$ cat config.mk
export PLATFORM = sky130hd
export DESIGN_NAME = dsp_adpcm_decoder_flat
export DESIGN_NICKNAME = d
export VERILOG_FILES = /design/src/hdl/adpcm_pkg.sv /design/src/hdl/adpcm_if.sv /design/src/hdl/dsp_adpcm_decoder.sv /design/src/hdl/adpcm_coef.sv /design/src/hdl/adpcm_mac.sv /design/src/flat_wrapper.sv
export SDC_FILE = /design/constraint.sdc
export NUM_CORES = 1
export LEC_CHECK = 0
export BUFFER_PORTS_ARGS = -buffer_cell sky130_fd_sc_hd__buf_2
export CORE_MARGIN = 2
export CORE_UTILIZATION = 60
export DETAILED_ROUTE_END_ITERATION = 8
export PLACE_DENSITY = 0.77
export SLEW_MARGIN = 20
export SYNTH_ARGS = -nofsm -noshare
export SYNTH_HDL_FRONTEND = slang
export SYNTH_SLANG_ARGS = --single-unit
$ cat constraint.sdc
create_clock -name clock -period 12.88 [get_ports clock]
set_input_delay 1.288 -clock clock [delete_from_list [all_inputs] [get_ports clock]]
set_output_delay 1.288 -clock clock [all_outputs]
set_load 0.02 [all_outputs]
$ cat src/hdl/adpcm_pkg.sv
// Shared constants and types for the DSP ADPCM decoder.
`default_nettype none
package adpcm_pkg;

   localparam int COEF_PAIRS  = 8;
   localparam int SEL_W       = 3;
   localparam int CSR_INDEX_W = 8;
   localparam int CSR_DATA_W  = 32;
   localparam int COEF_W      = 16;
   localparam int SAMPLE_W    = 16;
   localparam int BYTE_W      = 8;
   localparam int NIB_W       = 4;
   localparam int SHIFT_W     = 4;
   localparam int POS_W       = 3;
   localparam int PROD_W      = 2 * COEF_W;
   localparam int ACC_W       = PROD_W + 1;
   localparam int SCALE_W     = 20;
   localparam int SUM_W       = 24;
   localparam int PRED_SHIFT  = 11;

   localparam logic signed [ACC_W-1:0] ROUND_BIAS = ACC_W'(33'sh400);
   localparam logic signed [SUM_W-1:0] SAMPLE_MAX = SUM_W'(24'sh007FFF);
   localparam logic signed [SUM_W-1:0] SAMPLE_MIN = -SUM_W'(24'sh007FFF);

   localparam logic [POS_W-1:0] POS_HEADER = POS_W'(0);

   typedef struct packed {
      logic en;
      logic load;
   } mac_ctl_type;

endpackage
`default_nettype wire

$ cat src/hdl/adpcm_if.sv
// Channel interfaces: compressed byte input, sample pair output, register write port.
`default_nettype none
interface adpcm_req_if;
   logic                            valid;
   logic                            ready;
   logic [adpcm_pkg::BYTE_W-1:0]    data_byte;
   logic                            channel_start;

   modport source (output valid, output data_byte, output channel_start, input ready);
   modport sink (input valid, input data_byte, input channel_start, output ready);
endinterface

interface adpcm_rsp_if;
   logic                                valid;
   logic                                ready;
   logic signed [adpcm_pkg::SAMPLE_W-1:0] first_sample;
   logic signed [adpcm_pkg::SAMPLE_W-1:0] second_sample;

   modport source (output valid, output first_sample, output second_sample, input ready);
   modport sink (input valid, input first_sample, input second_sample, output ready);
endinterface

interface adpcm_csr_if;
   logic                                 valid;
   logic                                 ready;
   logic [adpcm_pkg::CSR_INDEX_W-1:0]    index;
   logic [adpcm_pkg::CSR_DATA_W-1:0]     data;

   modport source (output valid, output index, output data, input ready);
   modport sink (input valid, input index, input data, output ready);
endinterface
`default_nettype wire

$ cat src/hdl/dsp_adpcm_decoder.sv
// Top level of the DSP ADPCM decoder: byte sequencer, history and output register.
//
// Decodes one channel of 4-bit DSP ADPCM, one byte per input word. A header byte
// (first of each 8-byte frame, or any byte with channel_start set) is stored as the
// frame header and gives no output. For a data byte, each of its two nibbles uses
// the shared 16x16 multiply-accumulate unit in two steps (c1*h1, then c2*h2) and
// then a step to scale, clamp and update the history; last, the sample pair moves
// into the output register. That last step waits while the output register still
// holds an untaken word. Coefficient writes are taken every cycle.
`default_nettype none
module dsp_adpcm_decoder (
   input  wire logic   clock,
   input  wire logic   reset,
   adpcm_req_if.sink   req_port,
   adpcm_rsp_if.source rsp_port,
   adpcm_csr_if.sink   csr_port
);

   typedef enum logic [2:0] {
      ST_IDLE,
      ST_PROD1,
      ST_PROD2,
      ST_SAMPLE,
      ST_PUSH
   } state_type;

   state_type                                state_ff, state_in;
   logic [adpcm_pkg::POS_W-1:0]              pos_ff, pos_in;
   logic [adpcm_pkg::BYTE_W-1:0]             header_ff, header_in;
   logic [adpcm_pkg::BYTE_W-1:0]             byte_ff, byte_in;
   logic                                     nib_sel_ff, nib_sel_in;
   logic signed [adpcm_pkg::SAMPLE_W-1:0]    hist1_ff, hist1_in;
   logic signed [adpcm_pkg::SAMPLE_W-1:0]    hist2_ff, hist2_in;
   logic signed [adpcm_pkg::SAMPLE_W-1:0]    first_ff, first_in;
   logic signed [adpcm_pkg::SAMPLE_W-1:0]    second_ff, second_in;
   logic                                     rsp_valid_ff, rsp_valid_in;
   logic signed [adpcm_pkg::SAMPLE_W-1:0]    rsp_first_ff, rsp_first_in;
   logic signed [adpcm_pkg::SAMPLE_W-1:0]    rsp_second_ff, rsp_second_in;

   logic                                     req_take;
   logic [adpcm_pkg::POS_W-1:0]              pos_eff;
   logic signed [adpcm_pkg::COEF_W-1:0]      coef1;
   logic signed [adpcm_pkg::COEF_W-1:0]      coef2;
   adpcm_pkg::mac_ctl_type                   mac_ctl;
   logic signed [adpcm_pkg::COEF_W-1:0]      mac_a;
   logic signed [adpcm_pkg::SAMPLE_W-1:0]    mac_b;
   logic signed [adpcm_pkg::ACC_W-1:0]       acc;
   logic signed [adpcm_pkg::NIB_W-1:0]       nib;
   logic signed [adpcm_pkg::SCALE_W-1:0]     scaled;
   logic signed [adpcm_pkg::SUM_W-1:0]       pred;
   logic signed [adpcm_pkg::SUM_W-1:0]       sum;
   logic signed [adpcm_pkg::SAMPLE_W-1:0]    sample;
   logic                                     out_free;

   assign req_port.ready = (state_ff == ST_IDLE);
   assign req_take       = req_port.valid && req_port.ready;
   assign csr_port.ready = 1'b1;

   adpcm_coef u_coef (
      .clock    (clock),
      .reset    (reset),
      .wr_en    (csr_port.valid && csr_port.ready),
      .wr_index (csr_port.index),
      .wr_data  (csr_port.data),
      .rd_sel   (header_ff[6:4]),
      .coef1    (coef1),
      .coef2    (coef2)
   );

   always_comb begin
      mac_ctl.en   = (state_ff == ST_PROD1) || (state_ff == ST_PROD2);
      mac_ctl.load = (state_ff == ST_PROD1);
      mac_a        = (state_ff == ST_PROD1) ? coef1 : coef2;
      mac_b        = (state_ff == ST_PROD1) ? hist1_ff : hist2_ff;
   end

   adpcm_mac u_mac (
      .clock (clock),
      .ctl   (mac_ctl),
      .op_a  (mac_a),
      .op_b  (mac_b),
      .acc   (acc)
   );

   always_comb begin
      nib    = nib_sel_ff ? byte_ff[3:0] : byte_ff[7:4];
      scaled = adpcm_pkg::SCALE_W'(nib) <<< header_ff[adpcm_pkg::SHIFT_W-1:0];
      pred   = adpcm_pkg::SUM_W'(acc >>> adpcm_pkg::PRED_SHIFT);
      sum    = adpcm_pkg::SUM_W'(scaled) + pred;
      if (sum > adpcm_pkg::SAMPLE_MAX) begin
         sample = adpcm_pkg::SAMPLE_W'(adpcm_pkg::SAMPLE_MAX);
      end else if (sum < adpcm_pkg::SAMPLE_MIN) begin
         sample = adpcm_pkg::SAMPLE_W'(adpcm_pkg::SAMPLE_MIN);
      end else begin
         sample = adpcm_pkg::SAMPLE_W'(sum);
      end
   end

   assign out_free = !rsp_valid_ff || rsp_port.ready;
   assign pos_eff  = req_port.channel_start ? adpcm_pkg::POS_HEADER : pos_ff;

   always_comb begin
      state_in      = state_ff;
      pos_in        = pos_ff;
      header_in     = header_ff;
      byte_in       = byte_ff;
      nib_sel_in    = nib_sel_ff;
      hist1_in      = hist1_ff;
      hist2_in      = hist2_ff;
      first_in      = first_ff;
      second_in     = second_ff;
      rsp_valid_in  = rsp_valid_ff && !rsp_port.ready;
      rsp_first_in  = rsp_first_ff;
      rsp_second_in = rsp_second_ff;
      case (state_ff)
         ST_IDLE: begin
            if (req_take) begin
               if (req_port.channel_start) begin
                  hist1_in = '0;
                  hist2_in = '0;
               end
               if (pos_eff == adpcm_pkg::POS_HEADER) begin
                  header_in = req_port.data_byte;
                  pos_in    = adpcm_pkg::POS_W'(1);
               end else begin
                  byte_in    = req_port.data_byte;
                  pos_in     = pos_eff + adpcm_pkg::POS_W'(1);
                  nib_sel_in = 1'b0;
                  state_in   = ST_PROD1;
               end
            end
         end
         ST_PROD1: begin
            state_in = ST_PROD2;
         end
         ST_PROD2: begin
            state_in = ST_SAMPLE;
         end
         ST_SAMPLE: begin
            hist2_in = hist1_ff;
            hist1_in = sample;
            if (nib_sel_ff) begin
               second_in = sample;
               state_in  = ST_PUSH;
            end else begin
               first_in   = sample;
               nib_sel_in = 1'b1;
               state_in   = ST_PROD1;
            end
         end
         ST_PUSH: begin
            if (out_free) begin
               rsp_valid_in  = 1'b1;
               rsp_first_in  = first_ff;
               rsp_second_in = second_ff;
               state_in      = ST_IDLE;
            end
         end
         default: begin
            state_in = ST_IDLE;
         end
      endcase
   end

   always_ff @(posedge clock) begin
      if (reset) begin
         state_ff     <= ST_IDLE;
         pos_ff       <= adpcm_pkg::POS_HEADER;
         header_ff    <= '0;
         hist1_ff     <= '0;
         hist2_ff     <= '0;
         rsp_valid_ff <= 1'b0;
      end else begin
         state_ff     <= state_in;
         pos_ff       <= pos_in;
         header_ff    <= header_in;
         hist1_ff     <= hist1_in;
         hist2_ff     <= hist2_in;
         rsp_valid_ff <= rsp_valid_in;
      end
      byte_ff       <= byte_in;
      nib_sel_ff    <= nib_sel_in;
      first_ff      <= first_in;
      second_ff     <= second_in;
      rsp_first_ff  <= rsp_first_in;
      rsp_second_ff <= rsp_second_in;
   end

   assign rsp_port.valid         = rsp_valid_ff;
   assign rsp_port.first_sample  = rsp_first_ff;
   assign rsp_port.second_sample = rsp_second_ff;

endmodule
`default_nettype wire

$ cat src/hdl/adpcm_coef.sv
// Coefficient pair register file with one read port selected by the frame header.
`default_nettype none
module adpcm_coef (
   input  wire logic                                clock,
   input  wire logic                                reset,
   input  wire logic                                wr_en,
   input  wire logic [adpcm_pkg::CSR_INDEX_W-1:0]   wr_index,
   input  wire logic [adpcm_pkg::CSR_DATA_W-1:0]    wr_data,
   input  wire logic [adpcm_pkg::SEL_W-1:0]         rd_sel,
   output logic signed [adpcm_pkg::COEF_W-1:0]      coef1,
   output logic signed [adpcm_pkg::COEF_W-1:0]      coef2
);

   logic [adpcm_pkg::CSR_DATA_W-1:0] pair_ff [adpcm_pkg::COEF_PAIRS];
   logic                             hit;

   assign hit = wr_en &&
                (wr_index < adpcm_pkg::CSR_INDEX_W'(adpcm_pkg::COEF_PAIRS));

   always_ff @(posedge clock) begin
      if (reset) begin
         for (int i = 0; i < adpcm_pkg::COEF_PAIRS; i++) begin
            pair_ff[i] <= '0;
         end
      end else if (hit) begin
         pair_ff[wr_index[adpcm_pkg::SEL_W-1:0]] <= wr_data;
      end
   end

   assign coef1 = pair_ff[rd_sel][adpcm_pkg::CSR_DATA_W-1:adpcm_pkg::COEF_W];
   assign coef2 = pair_ff[rd_sel][adpcm_pkg::COEF_W-1:0];

endmodule
`default_nettype wire

$ cat src/hdl/adpcm_mac.sv
// Shared signed multiply-accumulate unit for the predictor sum.
`default_nettype none
module adpcm_mac (
   input  wire logic                                 clock,
   input  wire adpcm_pkg::mac_ctl_type               ctl,
   input  wire logic signed [adpcm_pkg::COEF_W-1:0]  op_a,
   input  wire logic signed [adpcm_pkg::SAMPLE_W-1:0] op_b,
   output logic signed [adpcm_pkg::ACC_W-1:0]        acc
);

   logic signed [adpcm_pkg::PROD_W-1:0] prod;
   logic signed [adpcm_pkg::ACC_W-1:0]  base;
   logic signed [adpcm_pkg::ACC_W-1:0]  acc_in;
   logic signed [adpcm_pkg::ACC_W-1:0]  acc_ff;

   always_comb begin
      prod   = op_a * op_b;
      base   = ctl.load ? adpcm_pkg::ROUND_BIAS : acc_ff;
      acc_in = base + adpcm_pkg::ACC_W'(prod);
   end

   always_ff @(posedge clock) begin
      if (ctl.en) begin
         acc_ff <= acc_in;
      end
   end

   assign acc = acc_ff;

endmodule
`default_nettype wire

$ cat src/flat_wrapper.sv
// flat-port wrapper written by rule: the top's interface ports become plain ports
module dsp_adpcm_decoder_flat 
  (clock, reset, req_port_valid, req_port_data_byte, req_port_channel_start, req_port_ready, rsp_port_valid, rsp_port_first_sample, rsp_port_second_sample, rsp_port_ready, csr_port_valid, csr_port_index, csr_port_data, csr_port_ready);
  adpcm_req_if req_port_i ();
  adpcm_rsp_if rsp_port_i ();
  adpcm_csr_if csr_port_i ();
  input  wire logic clock;
  input  wire logic reset;
  input wire logic [$bits(req_port_i.valid)-1:0] req_port_valid;
  input wire logic [$bits(req_port_i.data_byte)-1:0] req_port_data_byte;
  input wire logic [$bits(req_port_i.channel_start)-1:0] req_port_channel_start;
  output wire logic [$bits(req_port_i.ready)-1:0] req_port_ready;
  output wire logic [$bits(rsp_port_i.valid)-1:0] rsp_port_valid;
  output wire logic [$bits(rsp_port_i.first_sample)-1:0] rsp_port_first_sample;
  output wire logic [$bits(rsp_port_i.second_sample)-1:0] rsp_port_second_sample;
  input wire logic [$bits(rsp_port_i.ready)-1:0] rsp_port_ready;
  input wire logic [$bits(csr_port_i.valid)-1:0] csr_port_valid;
  input wire logic [$bits(csr_port_i.index)-1:0] csr_port_index;
  input wire logic [$bits(csr_port_i.data)-1:0] csr_port_data;
  output wire logic [$bits(csr_port_i.ready)-1:0] csr_port_ready;
  assign req_port_i.valid = req_port_valid;
  assign req_port_i.data_byte = req_port_data_byte;
  assign req_port_i.channel_start = req_port_channel_start;
  assign req_port_ready = req_port_i.ready;
  assign rsp_port_valid = rsp_port_i.valid;
  assign rsp_port_first_sample = rsp_port_i.first_sample;
  assign rsp_port_second_sample = rsp_port_i.second_sample;
  assign rsp_port_i.ready = rsp_port_ready;
  assign csr_port_i.valid = csr_port_valid;
  assign csr_port_i.index = csr_port_index;
  assign csr_port_i.data = csr_port_data;
  assign csr_port_ready = csr_port_i.ready;
  dsp_adpcm_decoder u_core (.clock(clock), .reset(reset), .req_port(req_port_i), .rsp_port(rsp_port_i), .csr_port(csr_port_i));
endmodule
==> impl_metrics.prom, run 1 <==
# TYPE chip_impl_metric gauge
chip_impl_info{name="status",value="finished clean"} 1
chip_impl_metric{name="routability_congestion_estimate",unit=""} 0.9005
chip_impl_metric{name="tritoncts.num_buffers",unit=""} 43
chip_impl_metric{name="grt_pass1_vias",unit=""} 20110
chip_impl_info{name="root_buffer",value="clkbuf_16"} 1
chip_impl_metric{name="synth_compound_area_frac",unit=""} 0.05637
chip_impl_metric{name="avgSynthCellArea",unit="um^2"} 11.67
chip_impl_metric{name="via_per_inst",unit=""} 5.764
chip_impl_metric{name="timing.clock.skew",unit="ns"} 0.01489
chip_impl_metric{name="period_needed",unit="ns"} 8.915
chip_impl_metric{name="route.detailed.drc",unit=""} 0
chip_impl_metric{name="netlist.area_leader.share",unit=""} 0.3661
chip_impl_metric{name="place.port_buffers",unit=""} 87
chip_impl_metric{name="final-max-slew-violation-count",unit=""} 0
chip_impl_metric{name="clk_transition_reported_paths",unit="ns"} 0.06
chip_impl_info{name="hold_path.class",value="reg2reg"} 1
chip_impl_metric{name="power.leakage",unit="uW"} 0.01362
chip_impl_metric{name="synthesis.yosys.warnings",unit=""} 0
chip_impl_metric{name="finalCoreUtilization",unit=""} 0.6590
chip_impl_info{name="synthDominantAreaCellType",value="edfxtp_1"} 1
chip_impl_metric{name="h_tree_depth",unit=""} 2
chip_impl_metric{name="clk-insertion-delay-late",unit="ns"} 0.60
chip_impl_metric{name="finalSetupTns",unit="ns"} 0
chip_impl_info{name="criticalPathCategory",value="reg2reg"} 1
chip_impl_metric{name="placementRows",unit=""} 81
chip_impl_metric{name="synth_edf_count",unit=""} 362
chip_impl_metric{name="synth_fa_ha_area_frac",unit=""} 0.2545
chip_impl_metric{name="initial_utilization",unit=""} 0.6079
chip_impl_info{name="cts_tree",value="built"} 1
chip_impl_metric{name="async_reset_ff_frac",unit=""} 0
chip_impl_metric{name="wirelength",unit="mm"} 67.48
chip_impl_info{name="endpoint_kind",value="register"} 1
chip_impl_metric{name="clk_path_buf_depth",unit=""} 3
chip_impl_info{name="worst_path_max_delay_cell",value="dfxtp_4"} 1
chip_impl_metric{name="fp.dieArea",unit="um^2"} 51290
chip_impl_metric{name="timing.final.setup_violations",unit=""} 0
chip_impl_metric{name="layout.nets",unit=""} 3073
chip_impl_metric{name="die_y",unit="um"} 226.5
chip_impl_metric{name="synthesis.area",unit="um^2"} 29700
chip_impl_metric{name="dr_total_vias",unit=""} 18990
chip_impl_metric{name="grt_remaining_overflow",unit=""} 0
chip_impl_metric{name="totalPowerFinal",unit="uW"} 5176
chip_impl_info{name="cpMostUsedCell",value="fa_1"} 1
chip_impl_metric{name="yosys_cell_types",unit=""} 72
chip_impl_info{name="ys_dominant_reg_cell",value="edfxtp_1"} 1
chip_impl_metric{name="critical_path.max_fanout",unit=""} 37
chip_impl_metric{name="yosys.area_share.xor_xnor",unit=""} 0.01647
chip_impl_metric{name="arrival_time_at_the_worst_endpoint",unit="ns"} 9.26
chip_impl_metric{name="grt_first_pass_wirelength",unit="mm"} 109.1
chip_impl_metric{name="maxClockFrequency",unit="MHz"} 112.2
chip_impl_metric{name="grt_use_total",unit=""} 0.2784
chip_impl_metric{name="postSynthCellCount",unit=""} 2545
chip_impl_metric{name="max_cap_viol_count",unit=""} 0
chip_impl_info{name="synth_top_cells_by_area",value="edfxtp_1, fa_1, and2_1"} 1
chip_impl_metric{name="slew_headroom",unit=""} 0.2526
chip_impl_metric{name="hold_viol",unit=""} 0
chip_impl_metric{name="post_cts_resize_count",unit=""} 0
chip_impl_info{name="largest_delay_contributor_family_on_the_critical_path",value="adder cells"} 1
chip_impl_metric{name="grt_max_degree",unit=""} 65
chip_impl_metric{name="layout-area-overhead-vs-synth",unit="%"} 8.406
chip_impl_metric{name="worstPathBufferInverterCount",unit=""} 5
chip_impl_metric{name="synth_nets",unit=""} 3023
chip_impl_metric{name="first_pass_iteration_count_of_the_detailed_router",unit=""} 5
chip_impl_metric{name="postLayoutSetupSlackWorst",unit="ns"} 3.965
chip_impl_metric{name="yosys_register_bits",unit=""} 411
chip_impl_info{name="cp-start-kind",value="register"} 1
chip_impl_metric{name="ys_seq_area_frac",unit=""} 0.3991
chip_impl_metric{name="max-vdd-ir-drop",unit="uV"} 117.9
chip_impl_metric{name="worst_pin_slew",unit="ns"} 1.121
chip_impl_metric{name="num-fill-cells",unit=""} 3676
chip_impl_info{name="grt_setup_unrepaired",value="no"} 1
chip_impl_info{name="dominant_combinational_cell_family_by_area_after_synthesis",value="adder cells"} 1
chip_impl_metric{name="cts.hold.buffers_added",unit=""} 0
chip_impl_metric{name="power_density",unit="nW/um^2"} 160.8
chip_impl_info{name="synth.cells.most_frequent",value="edfxtp_1, inv_1, and2_1"} 1
chip_impl_metric{name="final_layout_size_suffix_gt1_frac",unit=""} 0.1138
chip_impl_metric{name="tritoncts_num_sinks",unit=""} 411
chip_impl_metric{name="core-area",unit="um^2"} 48850
chip_impl_metric{name="synth.area.mux_share",unit=""} 0.06594
chip_impl_metric{name="number_of_top_level_design_ports",unit=""} 89
chip_impl_metric{name="number_of_antenna_violations_at_the_first_check_in_global_routing",unit=""} 2
chip_impl_metric{name="initialDrtViolationCount",unit=""} 1363
chip_impl_metric{name="finalCritPeriodShare",unit=""} 0.6922
chip_impl_metric{name="drt.antenna.violating_nets",unit=""} 0
chip_impl_metric{name="critical_path_required",unit="ns"} 13.22
chip_impl_metric{name="slowest_stage_delay_on_critical_path",unit="ns"} 0.73
chip_impl_metric{name="postCtsSetupRepairBufs",unit=""} 0
chip_impl_metric{name="die-width",unit="um"} 226.5
chip_impl_metric{name="detailed_place_hpwl",unit="mm"} 47.62
chip_impl_metric{name="detailedPlace.worstSlack",unit="ns"} 4.011
chip_impl_metric{name="post_synth_and_or_nand_nor_area_fraction",unit=""} 0.1467
chip_impl_metric{name="routedWlPerCell",unit="um"} 20.48
==> state kept, by name, indices dropped and copies added (netlist names), 3 cells and up, named ones only <==
| name | cells |
|---|---|
| u_core.u_coef.pair_ff | 256 |
| u_core.u_mac.acc | 33 |
| u_core.byte_ff | 8 |
| u_core.rsp_port.second_sample | 16 |
| u_core.state_ff | 3 |
| u_core.pos_ff | 3 |
| u_core.hist1_ff | 16 |
| u_core.first_ff | 16 |
| u_core.second_ff | 16 |
| u_core.hist2_ff | 16 |
| u_core.rsp_port.first_sample | 16 |
| u_core.header_ff | 7 |
==> metal layers <==
metal	routed length [um]	share of wire	GRT usage
met1	27200	0.40	0.3585
met2	34180	0.51	0.4802
met3	3932	0.058	0.04471
met4	2170	0.032	0.09996
met5	0	0	0
==> worst reg2reg max path, cell delays in order, from the launching register on <==
cell       delay, ns
dfxtp_4         0.73
buf_4           0.73
mux4_2          0.66
nand2_1         0.10
nand2_1         0.08
o21ai_1         0.57
nor2_1          0.15
fa_1            0.53
inv_1           0.05
fa_1            0.46
fa_1            0.50
fa_1            0.56
inv_1           0.05
fa_1            0.47
inv_1           0.05
fa_1            0.47
inv_1           0.04
ha_1            0.37
nand2_1         0.07
o31ai_1         0.65
o2111ai_1       0.36
a211oi_1        0.46
o2111ai_1       0.22
nand3_1         0.14
nand2_1         0.09
xnor2_1         0.13
==> power by group <==
group	total (uW)	leakage [uW]	internal, uW	switching, uW
clock	1240	0.000672	703	537
combinational	2190	0.00916	821	1370
sequential	1740	0.00379	1650	88.0
total	5180	0.0136	3180	2000
==> layout by cell type, fill, tap and decap left out, types with 10 or more instances in the layout <==
cell | Yosys | layout
mux2i_1 | 28 | 27
a211oi_1 | 10 | 10
nor2b_1 | 67 | 67
ha_1 | 124 | 124
nand2b_1 | 25 | 25
o21a_1 | 12 | 12
a22oi_1 | 19 | 19
a21o_1 | 18 | 18
fa_1 | 300 | 300
buf_2 | 22 | 87
edfxtp_1 | 362 | 362
xor2_1 | 17 | 17
nor3_1 | 22 | 20
mux4_2 | 74 | 74
and2_1 | 305 | 305
dfxtp_1 | 49 | 47
a21oi_1 | 58 | 58
buf_4 | 1 | 25
nand2_1 | 218 | 218
nand3_1 | 22 | 22
nor2_1 | 145 | 137
inv_1 | 362 | 362
or2_2 | 16 | 15
clkbuf_16 | 0 | 43
xnor2_1 | 37 | 37
o21ai_0 | 36 | 34
==> layout make-up <==
class	count	area (um^2)	share of cell area
Antenna cell	3	7.507	0.0002332
Clock buffer	52	1110	0.03447
Clock inverter	26	274.0	0.008512
Inverter	362	1359	0.04221
Multi-Input combinational cell	1665	16130	0.5011
Sequential cell	411	11860	0.3683
Tap cell	664	830.8	0.02581
Timing Repair Buffer	112	623.1	0.01936
==> stage by stage <==
step | cells | instance area [um^2] | hold WS, ns
6_report | 3295 | 32190 | 0.4171
3_3_place_gp | 3214 | 30780 | 0.4009
2_1_floorplan | 2545 | 29700 | 0.4003
5_1_grt | 3292 | 32180 | 0.4212
4_1_cts | 3292 | 32170 | 0.4186
3_5_place_dp | 3214 | 30790 | 0.4045
==> worst paths after layout <==
kind | to | cells after the start | startpoint | slack [ns]
setup / recovery | u_core.u_mac.acc[30] | 25 | register | 3.97
hold / removal | u_core.rsp_port.second_sample[6] | 0 | u_core.second_ff[6] | 0.42
setup reg to reg | u_core.u_mac.acc[30] | 25 | register | 3.97
hold reg to reg | u_core.rsp_port.second_sample[6] | 0 | u_core.second_ff[6] | 0.42
==> kinds of logic after synthesis <==
group	count (synthesis)
simple gates	846
flops	411
fa+ha+maj	424
buf+inv	469
xor+xnor	55
compound gates	236
mux	103
other cells	1
Note: power is estimated with default switching activity, not from simulation.
==> run 2, diff against run 1 <==
ABC_AREA = 1   (was not set)
clock period = 9.2 ns   (was 12.88 ns; I/O delays follow)
==> run 2 against run 1 <==
  * Cell count is 20% higher
  * Wire length grew 15%
  * Global-route usage is 3.4 points higher
  * Die area grew 0.81%
  * First-iteration DRC count grew 36%
  * Hold slack got worse by 0.0085 ns
  * Design area is 1.0% higher
  * Synthesized area increased by 0.83%
  * Sequential share of layout area is 0.38 points lower
  * Synthesized cell count rose by 25%
  * Sequential cell count is the same
  * Core utilization increased by 0.42 points
==> impl_metrics.prom, run 2 <==
# TYPE chip_impl_metric gauge
chip_impl_info{name="status",value="finished clean"} 1
chip_impl_metric{name="netlist.area_leader.share",unit=""} 0.3630
chip_impl_metric{name="synthesis.yosys.warnings",unit=""} 0
chip_impl_metric{name="slew_headroom",unit=""} 0.2833
chip_impl_metric{name="number_of_antenna_violations_at_the_first_check_in_global_routing",unit=""} 1
chip_impl_metric{name="avgSynthCellArea",unit="um^2"} 9.416
chip_impl_info{name="synth_top_cells_by_area",value="edfxtp_1, fa_1, inv_1"} 1
chip_impl_info{name="highest_layer",value="met5"} 1
chip_impl_metric{name="grt_remaining_overflow",unit=""} 0
chip_impl_metric{name="core-area",unit="um^2"} 49050
chip_impl_metric{name="grt_use_total",unit=""} 0.3123
chip_impl_metric{name="maxClockFrequency",unit="MHz"} 117.5
chip_impl_info{name="synthDominantAreaCellType",value="edfxtp_1"} 1
chip_impl_metric{name="clk-insertion-delay-late",unit="ns"} 0.58
chip_impl_metric{name="first_pass_iteration_count_of_the_detailed_router",unit=""} 7
chip_impl_metric{name="die-width",unit="um"} 227.4
chip_impl_metric{name="tritoncts_num_sinks",unit=""} 411
chip_impl_metric{name="wirelength",unit="mm"} 77.85
chip_impl_metric{name="routed-wl-met3",unit="mm"} 5.593
chip_impl_info{name="grt_setup_unrepaired",value="no"} 1
chip_impl_metric{name="critical_path.max_fanout",unit=""} 30
chip_impl_metric{name="grt_pass1_vias",unit=""} 23100
chip_impl_metric{name="hold-path-cell-count",unit=""} 0
chip_impl_metric{name="detail_route.wirelength.met1",unit="mm"} 29.56
chip_impl_metric{name="detailed_place_hpwl",unit="mm"} 56.50
chip_impl_metric{name="initial_utilization",unit=""} 0.6104
chip_impl_metric{name="postCtsSetupRepairBufs",unit=""} 0
chip_impl_metric{name="die_y",unit="um"} 227.4
chip_impl_metric{name="num-fill-cells",unit=""} 3841
chip_impl_metric{name="place_area",unit="um^2"} 31140
chip_impl_metric{name="layout-area-overhead-vs-synth",unit="%"} 8.641
chip_impl_metric{name="h_tree_depth",unit=""} 2
chip_impl_metric{name="postSynthCellCount",unit=""} 3180
chip_impl_metric{name="synth_edf_count",unit=""} 362
chip_impl_info{name="hold_path.class",value="reg2reg"} 1
chip_impl_metric{name="finalSetupTns",unit="ns"} 0
chip_impl_metric{name="finalCritPeriodShare",unit=""} 0.9251
chip_impl_metric{name="hold_viol",unit=""} 0
chip_impl_metric{name="layout.nets",unit=""} 3724
chip_impl_metric{name="reg2reg_slack",unit="ns"} 0.69
chip_impl_metric{name="ys_seq_area_frac",unit=""} 0.3958
chip_impl_info{name="cts_tree",value="built"} 1
chip_impl_metric{name="critical_path_required",unit="ns"} 9.61
chip_impl_info{name="hold-path-endpoint",value="u_core.rsp_port.second_sample[14]"} 1
chip_impl_info{name="largest-register",value="u_core.u_coef.pair_ff"} 1
chip_impl_metric{name="route.detailed.drc",unit=""} 0
chip_impl_metric{name="yosys_register_bits",unit=""} 411
chip_impl_metric{name="arrival_time_at_the_worst_endpoint",unit="ns"} 8.92
chip_impl_metric{name="synth_nets",unit=""} 3658
chip_impl_metric{name="routedWlPerCell",unit="um"} 19.74
chip_impl_metric{name="grt_first_pass_wirelength",unit="mm"} 123.0
chip_impl_info{name="root_buffer",value="clkbuf_16"} 1
chip_impl_info{name="synth.cells.most_frequent",value="inv_1, nand2_1, nor2_1"} 1
chip_impl_metric{name="grt_max_degree",unit=""} 69
chip_impl_info{name="yosys.cell_count.top_type",value="inv_1"} 1
chip_impl_info{name="criticalPathCategory",value="reg2reg"} 1
chip_impl_metric{name="dr_total_vias",unit=""} 22200
chip_impl_metric{name="tritoncts.num_buffers",unit=""} 43
chip_impl_metric{name="timing.final.setup_violations",unit=""} 0
chip_impl_metric{name="cts.hold.buffers_added",unit=""} 0
chip_impl_info{name="ys_dominant_reg_cell",value="edfxtp_1"} 1
chip_impl_metric{name="drt.antenna.violating_nets",unit=""} 0
chip_impl_metric{name="largest_reg_flops",unit=""} 256
chip_impl_metric{name="synthesis.area",unit="um^2"} 29940
chip_impl_metric{name="post_cts_resize_count",unit=""} 0
chip_impl_metric{name="regArea",unit="um^2"} 11860
chip_impl_metric{name="initialDrtViolationCount",unit=""} 1851
chip_impl_metric{name="number_of_top_level_design_ports",unit=""} 89
chip_impl_info{name="hold_start",value="u_core.second_ff[14]"} 1
chip_impl_info{name="most-common-layout-cells",value="inv_1, nand2_1, nor2_1"} 1
chip_impl_metric{name="place.port_buffers",unit=""} 87
chip_impl_metric{name="post-route-cell-area",unit="um^2"} 32530
chip_impl_metric{name="worst_pin_slew",unit="ns"} 1.068
chip_impl_info{name="most_common_cell_after_layout_fill_and_taps_aside",value="inv_1"} 1
chip_impl_metric{name="timing.clock.skew",unit="ns"} 0.01730
chip_impl_info{name="endpoint_kind",value="register"} 1
chip_impl_metric{name="period_needed",unit="ns"} 8.511
chip_impl_metric{name="max_cap_viol_count",unit=""} 0
chip_impl_info{name="cp-start-kind",value="register"} 1
chip_impl_info{name="regToRegEndpoint",value="u_core.u_mac.acc[23]"} 1
chip_impl_metric{name="r2r_cells",unit=""} 26
chip_impl_metric{name="async_reset_ff_frac",unit=""} 0
chip_impl_metric{name="final-max-slew-violation-count",unit=""} 0
chip_impl_metric{name="yosys_cell_types",unit=""} 45
chip_impl_metric{name="route.met2.wl",unit="mm"} 38.32
chip_impl_metric{name="final_layout_size_suffix_gt1_frac",unit=""} 0.08143
chip_impl_metric{name="placementRows",unit=""} 81
chip_impl_info{name="r2r-start",value="u_core.state_ff[2]"} 1
chip_impl_metric{name="clk_path_buf_depth",unit=""} 3
chip_impl_metric{name="routability_congestion_estimate",unit=""} 0.9430
chip_impl_metric{name="via_per_inst",unit=""} 5.628
chip_impl_metric{name="fp.dieArea",unit="um^2"} 51710
chip_impl_metric{name="combined_area_of_the_multi_input_logic_cells",unit="um^2"} 15280
chip_impl_metric{name="clk_transition_reported_paths",unit="ns"} 0.06
-- run 2: cell count changes in the layout (fill, tap and decap cells not counted), moves of 74 or more --
cell,previous run,this run
nor2_1,137,473
and2_1,305,0
nand2_1,218,493
inv_1,362,607
o21ai_0,34,139
a21oi_1,58,154
mux4_2,74,0
-- run 2: worst max-delay path by stage --
stage | from | endpoint | slack [ns] | cells after the start
finish | u_core.state_ff[2] | u_core.u_mac.acc[23] | 0.69 | 26
global route | u_core.state_ff[2] | u_core.u_mac.acc[30] | 0.45 | 30
CTS | u_core.state_ff[2] | u_core.u_mac.acc[23] | 0.92 | 26
detailed placement | u_core.state_ff[2] | u_core.u_mac.acc[23] | 0.92 | 26
global placement | u_core.state_ff[2] | u_core.u_mac.acc[23] | 0.87 | 26
floorplan | u_core.state_ff[2] | u_core.u_mac.acc[29] | 2.40 | 24
-- run 2: final cells by class --
type	instances	share of cell area
Multi-Input combinational cell	2030	0.4697
Sequential cell	411	0.3645
Inverter	626	0.07223
Clock buffer	52	0.03412
Tap cell	664	0.02554
Timing Repair Buffer	134	0.02539
Clock inverter	26	0.008500
Antenna cell	1	0.00007693
-- run 2: metrics by stage --
stage	hold WS [ns]	cells	util	setup WS [ns]
6_report	0.4087	3944	0.6632	0.6890
3_5_place_dp	0.4045	3865	0.6349	0.9187
2_1_floorplan	0.4003	3180	-	2.396
3_3_place_gp	0.4033	3865	0.6349	0.8686
4_1_cts	0.4106	3943	0.6631	0.9184
5_1_grt	0.4223	3943	0.6631	0.4491
-- run 2: logic make-up (layout without fill, tap and decap cells) --
kind of cell,count (synthesis),after routing,synth area share
compound gates,388,388,0.07208
xor+xnor,50,50,0.01463
fa+ha+maj,424,424,0.2524
buf+inv,739,838,0.09452
flops,411,411,0.3958
mux,69,69,0.02307
other cells,1,2,0.0001252
simple gates,1098,1098,0.1474
-- run 2: worst max-delay path, stage by stage, from the launching register on --
cell and delay (ns):
dfxtp_1 0.49, nor3_4 0.09, buf_4 0.25, inv_2 0.50, buf_4 0.49, o211ai_1 0.15
nand2_1 0.46, inv_1 0.35, nor2_1 0.24, fa_1 0.46, fa_1 0.50, fa_1 0.55
fa_1 0.45, fa_1 0.49, inv_1 0.05, fa_1 0.47, inv_1 0.04, ha_1 0.33
nand2_1 0.18, nor4_1 0.68, a21oi_1 0.21, o21ai_0 0.29, nand3_1 0.12, nand2_1 0.12
nand3_1 0.08, nand2_1 0.08, xor2_1 0.19
-- run 2: routing by layer --
metal / up-vias / track usage
li1: 10140 / -
met1: 10810 / 0.3882
met2: 949 / 0.5304
met3: 294 / 0.04788
met4: 2 / 0.1640
met5: - / 0
Power of run 2 is not shown: default switching activity piles up to over one toggle a cycle in this logic, so the estimate is an artifact.
